==> src/hdl/pse_pkg.sv <==
// Shared types, character codes and controller/datapath interface for the postfix evaluator.
`timescale 1ns / 1ps
`default_nettype none
package pse_pkg;

  // Data word width of the stack and of the arithmetic
  localparam int WORD_WIDTH = 32;

  // Width of the stack limit register and its value after reset
  localparam int LIMIT_WIDTH = 5;
  localparam logic [LIMIT_WIDTH-1:0] LIMIT_RESET = 5'd16;

  // Expression characters
  localparam logic [7:0] CHAR_PLUS  = 8'd43;
  localparam logic [7:0] CHAR_MINUS = 8'd45;
  localparam logic [7:0] CHAR_STAR  = 8'd42;
  localparam logic [7:0] CHAR_SLASH = 8'd47;
  localparam logic [7:0] CHAR_ZERO  = 8'd48;

  typedef enum logic [2:0] {
    OP_PUSH,
    OP_ADD,
    OP_SUB,
    OP_MUL,
    OP_DIV
  } op_e;

  typedef enum logic [3:0] {
    S_IDLE,
    S_DISP,
    S_POP2,
    S_LOAD,
    S_EXEC,
    S_DIV,
    S_PUSH,
    S_PEEK,
    S_EMIT
  } state_e;

  // Commands from controller to datapath
  typedef struct packed {
    logic load_sym;
    logic push;
    logic pop;
    logic take_rhs;
    logic take_lhs;
    logic alu;
    logic div_start;
    logic div_take;
    logic peek;
    logic emit;
  } cmd_t;

  // Status from datapath to controller
  typedef struct packed {
    op_e  op;
    logic last;
    logic rhs_zero;
    logic div_done;
    logic out_free;
  } sts_t;

  // Classify one expression character
  function automatic op_e decode_op(logic [7:0] code);
    op_e op;
    unique case (code)
      CHAR_PLUS:  op = OP_ADD;
      CHAR_MINUS: op = OP_SUB;
      CHAR_STAR:  op = OP_MUL;
      CHAR_SLASH: op = OP_DIV;
      default:    op = OP_PUSH;
    endcase
    return op;
  endfunction

endpackage
`default_nettype wire

==> src/hdl/pse_div.sv <==
// Radix-2 restoring signed divider, one quotient bit per cycle, truncating toward zero.
`timescale 1ns / 1ps
`default_nettype none
module pse_div (
  input  wire logic                          clk_i,
  input  wire logic                          rst_ni,
  input  wire logic                          start_i,
  input  wire logic [pse_pkg::WORD_WIDTH-1:0] dividend_i,
  input  wire logic [pse_pkg::WORD_WIDTH-1:0] divisor_i,
  output logic                               done_o,
  output logic [pse_pkg::WORD_WIDTH-1:0]     quotient_o
);

  localparam int W = pse_pkg::WORD_WIDTH;
  localparam int CntW = $clog2(W + 1);

  logic [CntW-1:0] cnt_q, cnt_d;
  logic            done_q, done_d;
  logic            neg_q;
  logic [W-1:0]    rem_q, quo_q, dvs_q;
  logic [W:0]      rem_sh;
  logic [W:0]      trial;
  logic            ge;
  logic [W-1:0]    mag_a, mag_b;

  // Operand magnitudes; the most negative value maps to itself as an unsigned number
  assign mag_a = dividend_i[W-1] ? (~dividend_i + W'(1)) : dividend_i;
  assign mag_b = divisor_i[W-1] ? (~divisor_i + W'(1)) : divisor_i;

  // One trial subtraction per cycle
  assign rem_sh = {rem_q, quo_q[W-1]};
  assign ge     = rem_sh >= {1'b0, dvs_q};
  assign trial  = rem_sh - {1'b0, dvs_q};

  // Iteration count and done pulse
  always_comb begin
    cnt_d  = cnt_q;
    done_d = 1'b0;
    if (start_i) begin
      cnt_d = CntW'(W);
    end else if (cnt_q != '0) begin
      cnt_d = cnt_q - CntW'(1);
      if (cnt_q == CntW'(1)) begin
        done_d = 1'b1;
      end
    end
  end

  always_ff @(posedge clk_i or negedge rst_ni) begin
    if (!rst_ni) begin
      cnt_q  <= '0;
      done_q <= 1'b0;
    end else begin
      cnt_q  <= cnt_d;
      done_q <= done_d;
    end
  end

  // Shift remainder and quotient
  always_ff @(posedge clk_i) begin
    if (start_i) begin
      rem_q <= '0;
      quo_q <= mag_a;
      dvs_q <= mag_b;
      neg_q <= dividend_i[W-1] ^ divisor_i[W-1];
    end else if (cnt_q != '0) begin
      rem_q <= ge ? trial[W-1:0] : rem_sh[W-1:0];
      quo_q <= {quo_q[W-2:0], ge};
    end
  end

  assign done_o     = done_q;
  assign quotient_o = neg_q ? (~quo_q + W'(1)) : quo_q;

endmodule
`default_nettype wire

==> src/hdl/pse_ctrl.sv <==
// Sequencing state machine: walks one symbol through pop, execute, push and result steps.
`timescale 1ns / 1ps
`default_nettype none
module pse_ctrl (
  input  wire logic          clk_i,
  input  wire logic          rst_ni,
  input  wire logic          in_valid_i,
  output logic               in_ready_o,
  input  wire pse_pkg::sts_t sts_i,
  output pse_pkg::cmd_t      cmd_o
);

  pse_pkg::state_e state_q, state_d;

  // Next state
  always_comb begin
    state_d = state_q;
    unique case (state_q)
      pse_pkg::S_IDLE: begin
        if (in_valid_i) state_d = pse_pkg::S_DISP;
      end
      pse_pkg::S_DISP: begin
        if (sts_i.op == pse_pkg::OP_PUSH) begin
          state_d = sts_i.last ? pse_pkg::S_PEEK : pse_pkg::S_IDLE;
        end else begin
          state_d = pse_pkg::S_POP2;
        end
      end
      pse_pkg::S_POP2: state_d = pse_pkg::S_LOAD;
      pse_pkg::S_LOAD: state_d = pse_pkg::S_EXEC;
      pse_pkg::S_EXEC: begin
        if (sts_i.op == pse_pkg::OP_DIV && !sts_i.rhs_zero) state_d = pse_pkg::S_DIV;
        else state_d = pse_pkg::S_PUSH;
      end
      pse_pkg::S_DIV: begin
        if (sts_i.div_done) state_d = pse_pkg::S_PUSH;
      end
      pse_pkg::S_PUSH: state_d = sts_i.last ? pse_pkg::S_PEEK : pse_pkg::S_IDLE;
      pse_pkg::S_PEEK: state_d = pse_pkg::S_EMIT;
      pse_pkg::S_EMIT: begin
        if (sts_i.out_free) state_d = pse_pkg::S_IDLE;
      end
      default: state_d = pse_pkg::S_IDLE;
    endcase
  end

  // Command outputs
  always_comb begin
    cmd_o      = '0;
    in_ready_o = 1'b0;
    unique case (state_q)
      pse_pkg::S_IDLE: begin
        in_ready_o     = 1'b1;
        cmd_o.load_sym = in_valid_i;
      end
      pse_pkg::S_DISP: begin
        if (sts_i.op == pse_pkg::OP_PUSH) cmd_o.push = 1'b1;
        else cmd_o.pop = 1'b1;
      end
      pse_pkg::S_POP2: begin
        cmd_o.take_rhs = 1'b1;
        cmd_o.pop      = 1'b1;
      end
      pse_pkg::S_LOAD: cmd_o.take_lhs = 1'b1;
      pse_pkg::S_EXEC: begin
        if (sts_i.op == pse_pkg::OP_DIV && !sts_i.rhs_zero) cmd_o.div_start = 1'b1;
        else cmd_o.alu = 1'b1;
      end
      pse_pkg::S_DIV: cmd_o.div_take = sts_i.div_done;
      pse_pkg::S_PUSH: cmd_o.push = 1'b1;
      pse_pkg::S_PEEK: cmd_o.peek = 1'b1;
      pse_pkg::S_EMIT: cmd_o.emit = sts_i.out_free;
      default: begin
        cmd_o = '0;
      end
    endcase
  end

  always_ff @(posedge clk_i or negedge rst_ni) begin
    if (!rst_ni) begin
      state_q <= pse_pkg::S_IDLE;
    end else begin
      state_q <= state_d;
    end
  end

endmodule
`default_nettype wire

==> src/hdl/pse_dp.sv <==
// Datapath: stack memory, operand and accumulator registers, ALU, divider, flags, output register.
`timescale 1ns / 1ps
`default_nettype none
module pse_dp #(
  parameter int STACK_DEPTH = 16
) (
  input  wire logic                                  clk_i,
  input  wire logic                                  rst_ni,
  input  wire pse_pkg::cmd_t                         cmd_i,
  output pse_pkg::sts_t                              sts_o,
  input  wire logic [7:0]                            symbol_code_i,
  input  wire logic                                  last_symbol_i,
  input  wire logic                                  cfg_we_i,
  input  wire logic [pse_pkg::LIMIT_WIDTH-1:0]       cfg_wdata_i,
  input  wire logic                                  out_ready_i,
  output logic                                       out_valid_o,
  output logic signed [pse_pkg::WORD_WIDTH-1:0]      result_value_o,
  output logic                                       overflow_seen_o,
  output logic                                       underflow_seen_o,
  output logic                                       divide_by_zero_seen_o
);

  localparam int W  = pse_pkg::WORD_WIDTH;
  localparam int AW = $clog2(STACK_DEPTH);
  localparam int CW = $clog2(STACK_DEPTH + 1);
  localparam int LW = (CW > pse_pkg::LIMIT_WIDTH) ? CW : pse_pkg::LIMIT_WIDTH;

  logic [W-1:0]  mem [STACK_DEPTH];
  logic [W-1:0]  rd_q;
  logic          hit_q;

  logic [7:0]    sym_q;
  logic          last_q;
  logic [W-1:0]  lhs_q, rhs_q, acc_q;
  logic [CW-1:0] count_q;
  logic [CW-1:0] cnt_m1;
  logic [pse_pkg::LIMIT_WIDTH-1:0] lim_q;
  logic          ovf_q, udf_q, dz_q;
  logic          out_valid_q;
  logic [W-1:0]  res_q;
  logic          res_ovf_q, res_udf_q, res_dz_q;

  pse_pkg::op_e  op;
  logic          empty, full;
  logic [LW-1:0] lim_ext, cnt_ext, depth_ext;
  logic          wr_en, rd_en;
  logic [W-1:0]  wr_data;
  logic [W-1:0]  operand;
  logic [W-1:0]  popped;
  logic [W-1:0]  div_q;
  logic          div_done;

  // Stack occupancy against the effective limit
  assign empty     = (count_q == '0);
  assign cnt_m1    = count_q - CW'(1);
  assign lim_ext   = (lim_q == '0) ? LW'(1) : LW'(lim_q);
  assign cnt_ext   = LW'(count_q);
  assign depth_ext = LW'(STACK_DEPTH);
  assign full      = (cnt_ext >= depth_ext) || (cnt_ext >= lim_ext);

  assign op      = pse_pkg::decode_op(sym_q);
  assign operand = {{(W - 8){1'b0}}, sym_q} - W'(pse_pkg::CHAR_ZERO);
  assign wr_data = (op == pse_pkg::OP_PUSH) ? operand : acc_q;
  assign wr_en   = cmd_i.push && !full;
  assign rd_en   = (cmd_i.pop || cmd_i.peek) && !empty;
  assign popped  = hit_q ? rd_q : '1;

  // Stack memory, registered read
  always_ff @(posedge clk_i) begin
    if (wr_en) begin
      mem[count_q[AW-1:0]] <= wr_data;
    end
    if (rd_en) begin
      rd_q <= mem[cnt_m1[AW-1:0]];
    end
  end

  // Stack pointer, flags, limit register and read-hit marker
  always_ff @(posedge clk_i or negedge rst_ni) begin
    if (!rst_ni) begin
      count_q <= '0;
      lim_q   <= pse_pkg::LIMIT_RESET;
      ovf_q   <= 1'b0;
      udf_q   <= 1'b0;
      dz_q    <= 1'b0;
      hit_q   <= 1'b0;
    end else begin
      if (cfg_we_i) begin
        lim_q <= cfg_wdata_i;
      end
      if (cmd_i.pop || cmd_i.peek) begin
        hit_q <= !empty;
      end
      if (cmd_i.emit) begin
        count_q <= '0;
        ovf_q   <= 1'b0;
        udf_q   <= 1'b0;
        dz_q    <= 1'b0;
      end else begin
        if (cmd_i.pop) begin
          if (empty) udf_q <= 1'b1;
          else count_q <= cnt_m1;
        end
        if (cmd_i.push) begin
          if (full) ovf_q <= 1'b1;
          else count_q <= count_q + CW'(1);
        end
        if (cmd_i.alu && op == pse_pkg::OP_DIV) begin
          dz_q <= 1'b1;
        end
      end
    end
  end

  // Symbol, operands and accumulator
  always_ff @(posedge clk_i) begin
    if (cmd_i.load_sym) begin
      sym_q  <= symbol_code_i;
      last_q <= last_symbol_i;
    end
    if (cmd_i.take_rhs) rhs_q <= popped;
    if (cmd_i.take_lhs) lhs_q <= popped;
    if (cmd_i.alu) begin
      case (op)
        pse_pkg::OP_ADD: acc_q <= lhs_q + rhs_q;
        pse_pkg::OP_SUB: acc_q <= lhs_q - rhs_q;
        pse_pkg::OP_MUL: acc_q <= W'(lhs_q * rhs_q);
        default:         acc_q <= '0;
      endcase
    end else if (cmd_i.div_take) begin
      acc_q <= div_q;
    end
  end

  pse_div u_div (
    .clk_i      (clk_i),
    .rst_ni     (rst_ni),
    .start_i    (cmd_i.div_start),
    .dividend_i (lhs_q),
    .divisor_i  (rhs_q),
    .done_o     (div_done),
    .quotient_o (div_q)
  );

  // Output register
  always_ff @(posedge clk_i or negedge rst_ni) begin
    if (!rst_ni) begin
      out_valid_q <= 1'b0;
    end else if (cmd_i.emit) begin
      out_valid_q <= 1'b1;
    end else if (out_ready_i) begin
      out_valid_q <= 1'b0;
    end
  end

  always_ff @(posedge clk_i) begin
    if (cmd_i.emit) begin
      res_q     <= popped;
      res_ovf_q <= ovf_q;
      res_udf_q <= udf_q;
      res_dz_q  <= dz_q;
    end
  end

  assign sts_o.op       = op;
  assign sts_o.last     = last_q;
  assign sts_o.rhs_zero = (rhs_q == '0);
  assign sts_o.div_done = div_done;
  assign sts_o.out_free = !out_valid_q || out_ready_i;

  assign out_valid_o           = out_valid_q;
  assign result_value_o        = res_q;
  assign overflow_seen_o       = res_ovf_q;
  assign underflow_seen_o      = res_udf_q;
  assign divide_by_zero_seen_o = res_dz_q;

endmodule
`default_nettype wire

==> src/hdl/postfix_stack_evaluator_unit.sv <==
// Top level of the postfix expression evaluator: controller plus stack datapath.
// Throughput: one symbol at a time. An operand is pushed at dispatch; + - * pop both
// operands, execute and push the result; / waits in the one-bit-per-cycle divider before
// the push, unless the divisor is zero. A symbol marked last adds a top-of-stack read, then
// the result sits in an output register; the next symbol is taken once it is loaded there.
// Reset (async, active low) empties the stack, clears the flags and sets the limit to 16;
// stack memory contents are not cleared.
`timescale 1ns / 1ps
`default_nettype none
module postfix_stack_evaluator_unit #(
  parameter int STACK_DEPTH = 16
) (
  input  wire logic                                  clk_i,
  input  wire logic                                  rst_ni,
  input  wire logic                                  in_valid_i,
  output logic                                       in_ready_o,
  input  wire logic [7:0]                            symbol_code_i,
  input  wire logic                                  last_symbol_i,
  output logic                                       out_valid_o,
  input  wire logic                                  out_ready_i,
  output logic signed [pse_pkg::WORD_WIDTH-1:0]      result_value_o,
  output logic                                       overflow_seen_o,
  output logic                                       underflow_seen_o,
  output logic                                       divide_by_zero_seen_o,
  input  wire logic                                  cfg_we_i,
  input  wire logic [pse_pkg::LIMIT_WIDTH-1:0]       cfg_wdata_i
);

  pse_pkg::cmd_t cmd;
  pse_pkg::sts_t sts;

  pse_ctrl u_ctrl (
    .clk_i      (clk_i),
    .rst_ni     (rst_ni),
    .in_valid_i (in_valid_i),
    .in_ready_o (in_ready_o),
    .sts_i      (sts),
    .cmd_o      (cmd)
  );

  pse_dp #(
    .STACK_DEPTH (STACK_DEPTH)
  ) u_dp (
    .clk_i                 (clk_i),
    .rst_ni                (rst_ni),
    .cmd_i                 (cmd),
    .sts_o                 (sts),
    .symbol_code_i         (symbol_code_i),
    .last_symbol_i         (last_symbol_i),
    .cfg_we_i              (cfg_we_i),
    .cfg_wdata_i           (cfg_wdata_i),
    .out_ready_i           (out_ready_i),
    .out_valid_o           (out_valid_o),
    .result_value_o        (result_value_o),
    .overflow_seen_o       (overflow_seen_o),
    .underflow_seen_o      (underflow_seen_o),
    .divide_by_zero_seen_o (divide_by_zero_seen_o)
  );

endmodule
`default_nettype wire
==> config.mk <==
export PLATFORM = sky130hd
export DESIGN_NAME = postfix_stack_evaluator_unit
export DESIGN_NICKNAME = d
export VERILOG_FILES = /design/src/hdl/pse_pkg.sv /design/src/hdl/pse_div.sv /design/src/hdl/pse_ctrl.sv /design/src/hdl/pse_dp.sv /design/src/hdl/postfix_stack_evaluator_unit.sv
export SDC_FILE = /design/constraint.sdc
export NUM_CORES = 2
export LEC_CHECK = 0
export BUFFER_PORTS_ARGS = -buffer_cell sky130_fd_sc_hd__buf_2
export CAP_MARGIN = 20
export CORE_MARGIN = 10
export CORE_UTILIZATION = 54
export DETAILED_ROUTE_END_ITERATION = 12
export GPL_TIMING_DRIVEN = 0
export PLACE_DENSITY = 0.7
export SETUP_SLACK_MARGIN = 0.05
export SYNTH_ARGS = -nofsm -noshare
export SYNTH_HDL_FRONTEND = slang
export SYNTH_SLANG_ARGS = --single-unit
==> constraint.sdc <==
create_clock -name clk_i -period 8.6 [get_ports clk_i]
set_clock_uncertainty 0.1 [all_clocks]
set_input_delay 1.72 -clock clk_i [delete_from_list [all_inputs] [get_ports clk_i]]
set_output_delay 1.72 -clock clk_i [all_outputs]
set_load 0.1 [all_outputs]
# == After elaboration in Yosys (flattened, before gate mapping) ==
# Memory sizes are Yosys's and may differ from the RTL's. A register that Yosys moved wholly into a read port is not among the register bits.
# Index checks and enable logic that the tools add are counted.
# word_totals
output_inout_bits,37
word_cells,147
mem_bits_rw,512
memories,1
register_bits,263
# memory_table
memory,words,word_bits,rd,rd_ports_with_merged_regs,write_ports,line,rtl
u_dp.mem,16,32,1,1,1,pse_dp.sv:28,logic [W-1:0] mem [STACK_DEPTH];
# op_classes
mul,1
n_lt_le_gt_ge,3
addsub,10
mux,56
reduce_logical,28
bitwise_logic,4
n_eq_ne,20
# op_table
op,count
$mux 32,9
$add 32x1->32 const B,3
$not 32->32,3
$pmux 32 s3,1
$sub 32x32->32,2
$pmux 4 s9,1
$ge 33x32->1,1
$add 32x32->32,1
$eq 8x6->1 const B,4
$logic_not 32->1,1
$mul 32x32->32,1
$mux 31,1
$mux 5,6
$mux 1,26
$eq 4x3->1 const B,4
$mux 4,4
$reduce_bool 2->1,8
$mux 6,2
$pmux 3 s4,1
$logic_not 5->1,2
$sub 8x6->9 const B,1
$eq 4x2->1 const B,2
$eq 3x2->1 const B,2
$eq 6x1->1 const B,1
23 further kinds,35

# == Depth between registers and ports, before layout ==
# depth
word_depth,9
ltp_mapped,29
ltp_nobuf,26

# == Cells and area by module ==
# From an unflattened synthesis, not the netlist that was laid out.
# unflattened
cells_unflattened,4232
hier_area_um2,52725.6
# modules_own_cells
mod,n_inst,seq_area_each_um2,cells_each,area_per_inst_um2
pse_dp,1,20916.3,3253,44348.8
pse_div,1,2767.7,921,7905.1
pse_ctrl,1,100.1,58,471.7

# == Least setup slack after synthesis ==
# No wires, ideal clock.
# synth_timing
path_type,reg-to-reg
start,register u_dp.rhs_q[7]
end,register u_dp.acc_q[30] (data pin)
setup_slack_ps,1132
required_time_ps,8235
stages_incl_launch_ff,28
arrival_time_ps,7103
path_cell_list,edfxtp_1 -> clkbuf_1 -> clkbuf_1 -> and2_1 -> fa_1 -> fa_1 -> fa_1 -> inv_1 -> fa_1 -> inv_1 -> fa_1 -> inv_1 -> fa_1 -> inv_1 -> fa_1 -> fa_1 -> ha_1 -> clkbuf_1 -> a21o_1 -> a21o_1 -> a2111oi_0 -> o31ai_1 -> nor3_1 -> a211o_1 -> o21ai_0 -> xor2_1 -> a221oi_1 -> a21oi_1
# synth_between
elab_chain_cells,6
word_cells_on_any_way,10
# synth_rtl
element,line,rtl
"start, declared",pse_dp.sv:34,"logic [W-1:0] lhs_q, rhs_q, acc_q;"
"start signal, assigned",pse_dp.sv:121,if (cmd_i.take_rhs) rhs_q <= popped;
branches (longest 5 deep; another with $mul 32x32->32),--,
$mux 32 (*),pse_dp.sv:123,if (cmd_i.alu) begin
"end signal, assigned",pse_dp.sv:125,pse_pkg::OP_ADD: acc_q <= lhs_q + rhs_q;
"end signal, assigned",pse_dp.sv:126,pse_pkg::OP_SUB: acc_q <= lhs_q - rhs_q;
"end signal, assigned",pse_dp.sv:127,pse_pkg::OP_MUL: acc_q <= W'(lhs_q * rhs_q);
"end, declared",pse_dp.sv:34,
# Every way passes the cells marked *.
# A chain may end at the register's enable or synchronous reset.

# == Worst setup path in the final report ==
# layout_timing
start,register u_dp.lhs_q[17]
end,register u_dp.acc_q[30] (data pin)
# layout_between
elab_chain_cells,3
word_cells_on_any_way,5
# layout_rtl
element,line,rtl
"start, declared",pse_dp.sv:34,
"start signal, assigned",pse_dp.sv:122,if (cmd_i.take_lhs) lhs_q <= popped;
$mul 32x32->32 (tied with other cells),pse_dp.sv:127,
$pmux 32 s3 (*),pse_dp.sv:124,case (op)
$mux 32 (*),pse_dp.sv:123,
# Every way passes the cells marked *; elsewhere a longest branch is shown, timed or not.

==> flow_summary_export.csv <==
group,metric,value,unit
run_status,outcome,"completed",
route,drt.antenna.violating_nets,0,
clock_network,inserted_clock_buffers,83,
clock_network,clock_sink_count,807,
setup_path,critical_path.startpoint,"u_dp.lhs_q[17]",
timing,final_setup_viols,0,
die,design.portCount,56,
setup_path,cp_capture_type,"flop",
setup_path,worstSetupPathType,"reg2reg",
timing,worstMarginPinSlew,1.121,ns
final_layout,post_layout_nonfiller_instances,5693,
min_path,worst_hold_path_type,"reg2reg",
setup_path,timing.reg2reg.setup_slack,0.25,ns
global_route,track_usage,28.77,%
setup_path,crit_path_end,"u_dp.acc_q[30]",
clock_network,cts_hold_buf,0,
timing,timing_hold_violations_final,0,
setup_path,path_max_fanout,10,
route,remaining_drcs,0,
logic_synthesis,synth_cell_type_count,82,
final_layout,design.final.nets,4990,
clock_network,clock_tree.buffer_depth,3,
logic_synthesis,synthArstFlopShare,3.222,%
die,starting_density,54.64,%
logic_synthesis,synth.cell_area,52140,sq um
timing,fmax,119.8,MHz
global_route,number_of_antenna_violations_at_the_first_check_in_global_routing,5,
setup_path,timing.critical_path.required,8.89,ns
logic_synthesis,synth-edff-count,749,
timing,totalNegativeSetupSlack,0,ns
setup_path,crit-reg2reg-launch,"u_dp.lhs_q[17]",
logic_synthesis,synth_cells,4161,
setup_path,regToRegEndpoint,"u_dp.acc_q[30]",
global_route,first_pass_grt_wire_length,231300,um
clock_network,clock_insertion_delay_worst_skew,0.67,ns
timing,rsz0062_at_grt,"false",
route,drt_first_pass_iters,5,
placement,placedCellCount,5526,
placement,port_buffers,54,
logic_synthesis,synth_top_area_share,43.14,%
timing,period_share,97.04,%
placement,place_area,54850,sq um
logic_synthesis,synth_fp_nets,4794,
die,fp.dieH,330.7,um
global_route,first_global_vias,35712,
clock_network,cts_max_level,3,
global_route,global_route.overflow_total,0,
final_layout,area_growth_syn_to_layout,11.06,%
die,placement_rows,113,
setup_path,critPathLaunchType,"flop",
logic_synthesis,synth.top_cells.by_count,"749 x edfxtp_1, 455 x inv_1, 418 x nand2_1",
setup_path,worst-endpoint-arrival,8.63,ns
die,floorplan.die.width,330.7,um
logic_synthesis,post-synth-top-count-cell,"edfxtp_1",
placement,place.gp.congestion,0.9983,
final_layout,core_util_final,60.68,%
clock_network,cts_tree,"done",
final_layout,fin_area,57910,sq um
logic_synthesis,yosys_register_bits,807,
final_layout,final_layout_size_suffix_gt1_share,12.07,%
setup_path,r2r.worst_path.cells,23,
clock_network,clk_pin_slew,0.06,ns
logic_synthesis,yosys-top-cells-area,"edfxtp_1 43%, fa_1 16%, mux4_2 6.9%, ha_1 4.9%, and2_1 3.8%",
global_route,grt_max_degree,43,
logic_synthesis,synth_top_flop_cell,"edfxtp_1",
route,vias,34441,
run,max-cap-violations,0,
die,core_region_area,95440,sq um
logic_synthesis,synth.yosys.warnings,0,
timing,relSlewSlack,24.76,%
placement,post-dp-hpwl,115100,um
logic_synthesis,yosysSeqAreaShare,45.61,%
clock_network,cts-root-buf,"clkbuf_16",
route,detail_route.vias_per_cell,6.050,
timing,final.min_clock_period,8.346,ns
route,routed_wire_length_per_instance,27.35,um
logic_synthesis,post_synthesis_cell_type_with_the_largest_combined_area,"edfxtp_1",
logic_synthesis,syn-mean-instance-area,12.53,sq um
route,route.final.wire_length,155700,um
route,dr.first_iter.drc_count,3733,
die,floorplan.die_area,109400,sq um
timing,report.final.slew_viol_count,0,
metal layers:
metal	wire, um	track usage [%]	up-vias
met5	0	0	-
met4	8958	13.98	0
met3	12220	5.188	417
met2	75390	47.80	1615
met1	59160	36.26	17629
li1	-	-	14780
critical path, stage by stage, from the launching register on:
cell,delay [ns]
edfxtp_1,0.39
clkbuf_2,0.38
clkbuf_1,0.51
and2_1,0.24
fa_1,0.41
inv_1,0.08
fa_1,0.44
fa_1,0.52
fa_1,0.56
inv_1,0.06
fa_1,0.51
fa_1,0.59
fa_1,0.44
fa_1,0.49
ha_1,0.44
a21o_1,0.20
a2111oi_2,0.08
o31ai_2,0.38
nor3_1,0.09
a211o_1,0.38
o21ai_0,0.23
xor2_1,0.14
a221oi_2,0.35
a21oi_1,0.11
area by class of cell:
cell class                 count  area [sq um]
antenna                        5         12.51
buffer                       228          1028
clock buffer                 109          2175
clock inverter                42         554.3
fill                        7377         37530
inverter                     456          1712
multi-input combinational   2667         25910
sequential                   807         23780
tap                         1265          1583
timing repair buffer         114          1145
through the flow:
| stage | hold slack, ns | worst slack, ns |
|---|---|---|
| detailed placement | 0.3447 | -1.031 |
| floorplan | 0.3256 | 1.132 |
| global placement | 0.3363 | -1.659 |
| CTS | 0.3584 | 0.06848 |
| finish | 0.3583 | 0.2542 |
| global route | 0.3760 | 0.05083 |
placed cells by master (no fill, tap or decap), drive strengths merged, types with 26 or more instances in the layout:
master	n
dfxtp	32
o21ai	138
xor2	122
xnor2	135
a21o	61
fa	410
nand3	31
or3	26
a21oi	134
o31ai	31
clkinv	28
and2	314
clkbuf	292
edfxtp	749
nor2	101
a221oi	26
mux4	160
inv	459
ha	204
nor3	44
nand2	418
buf	159
nand2b	58
cells by family (layout without fill, tap and decap cells):
group                      Yosys count  in the layout  synth area share, %
and+or+nand+nor                   1094           1094                10.69
AOI/OAI and AO/OA                  522            522                6.441
buffers and inverters              687            949                4.998
adders and majority gates          614            614                20.64
xor gates and xnor gates           257            257                4.317
muxes                              180            180                7.304
other                                0              5                    0
DFF                                807            807                45.61
sequential cells by signal, summed over array words and instances (netlist names), 8 cells and up:
signal               flops
u_dp.acc_q              32
u_dp.lhs_q              32
u_dp.mem               512
u_dp.rd_q               32
u_dp.result_value_o     32
u_dp.rhs_q              32
u_dp.sym_q               8
u_dp.u_div.dvs_q        32
u_dp.u_div.quo_q        32
u_dp.u_div.rem_q        32
what timing repair did:
action / CTS / global route
buffers inserted: 3 / 4
resized for setup: 69 / 57
endpoints found under the setup margin: 13 / 9
pin swaps: 1 / 1
worst min path at each step:
stage          startpoint                          to  slack [ns]  depth (start not counted)
2_1_floorplan   u_dp.dz_q  u_dp.divide_by_zero_seen_o        0.33                          0
3_3_place_gp   u_dp.udf_q       u_dp.underflow_seen_o        0.34                          0
3_5_place_dp    u_dp.dz_q  u_dp.divide_by_zero_seen_o        0.34                          0
4_1_cts         u_dp.dz_q  u_dp.divide_by_zero_seen_o        0.36                          0
5_1_grt         u_dp.dz_q  u_dp.divide_by_zero_seen_o        0.38                          0
6_report        u_dp.dz_q  u_dp.divide_by_zero_seen_o        0.36                          0
Power is not shown: default switching activity piles up to over one toggle a cycle in this logic, so the estimate is an artifact.
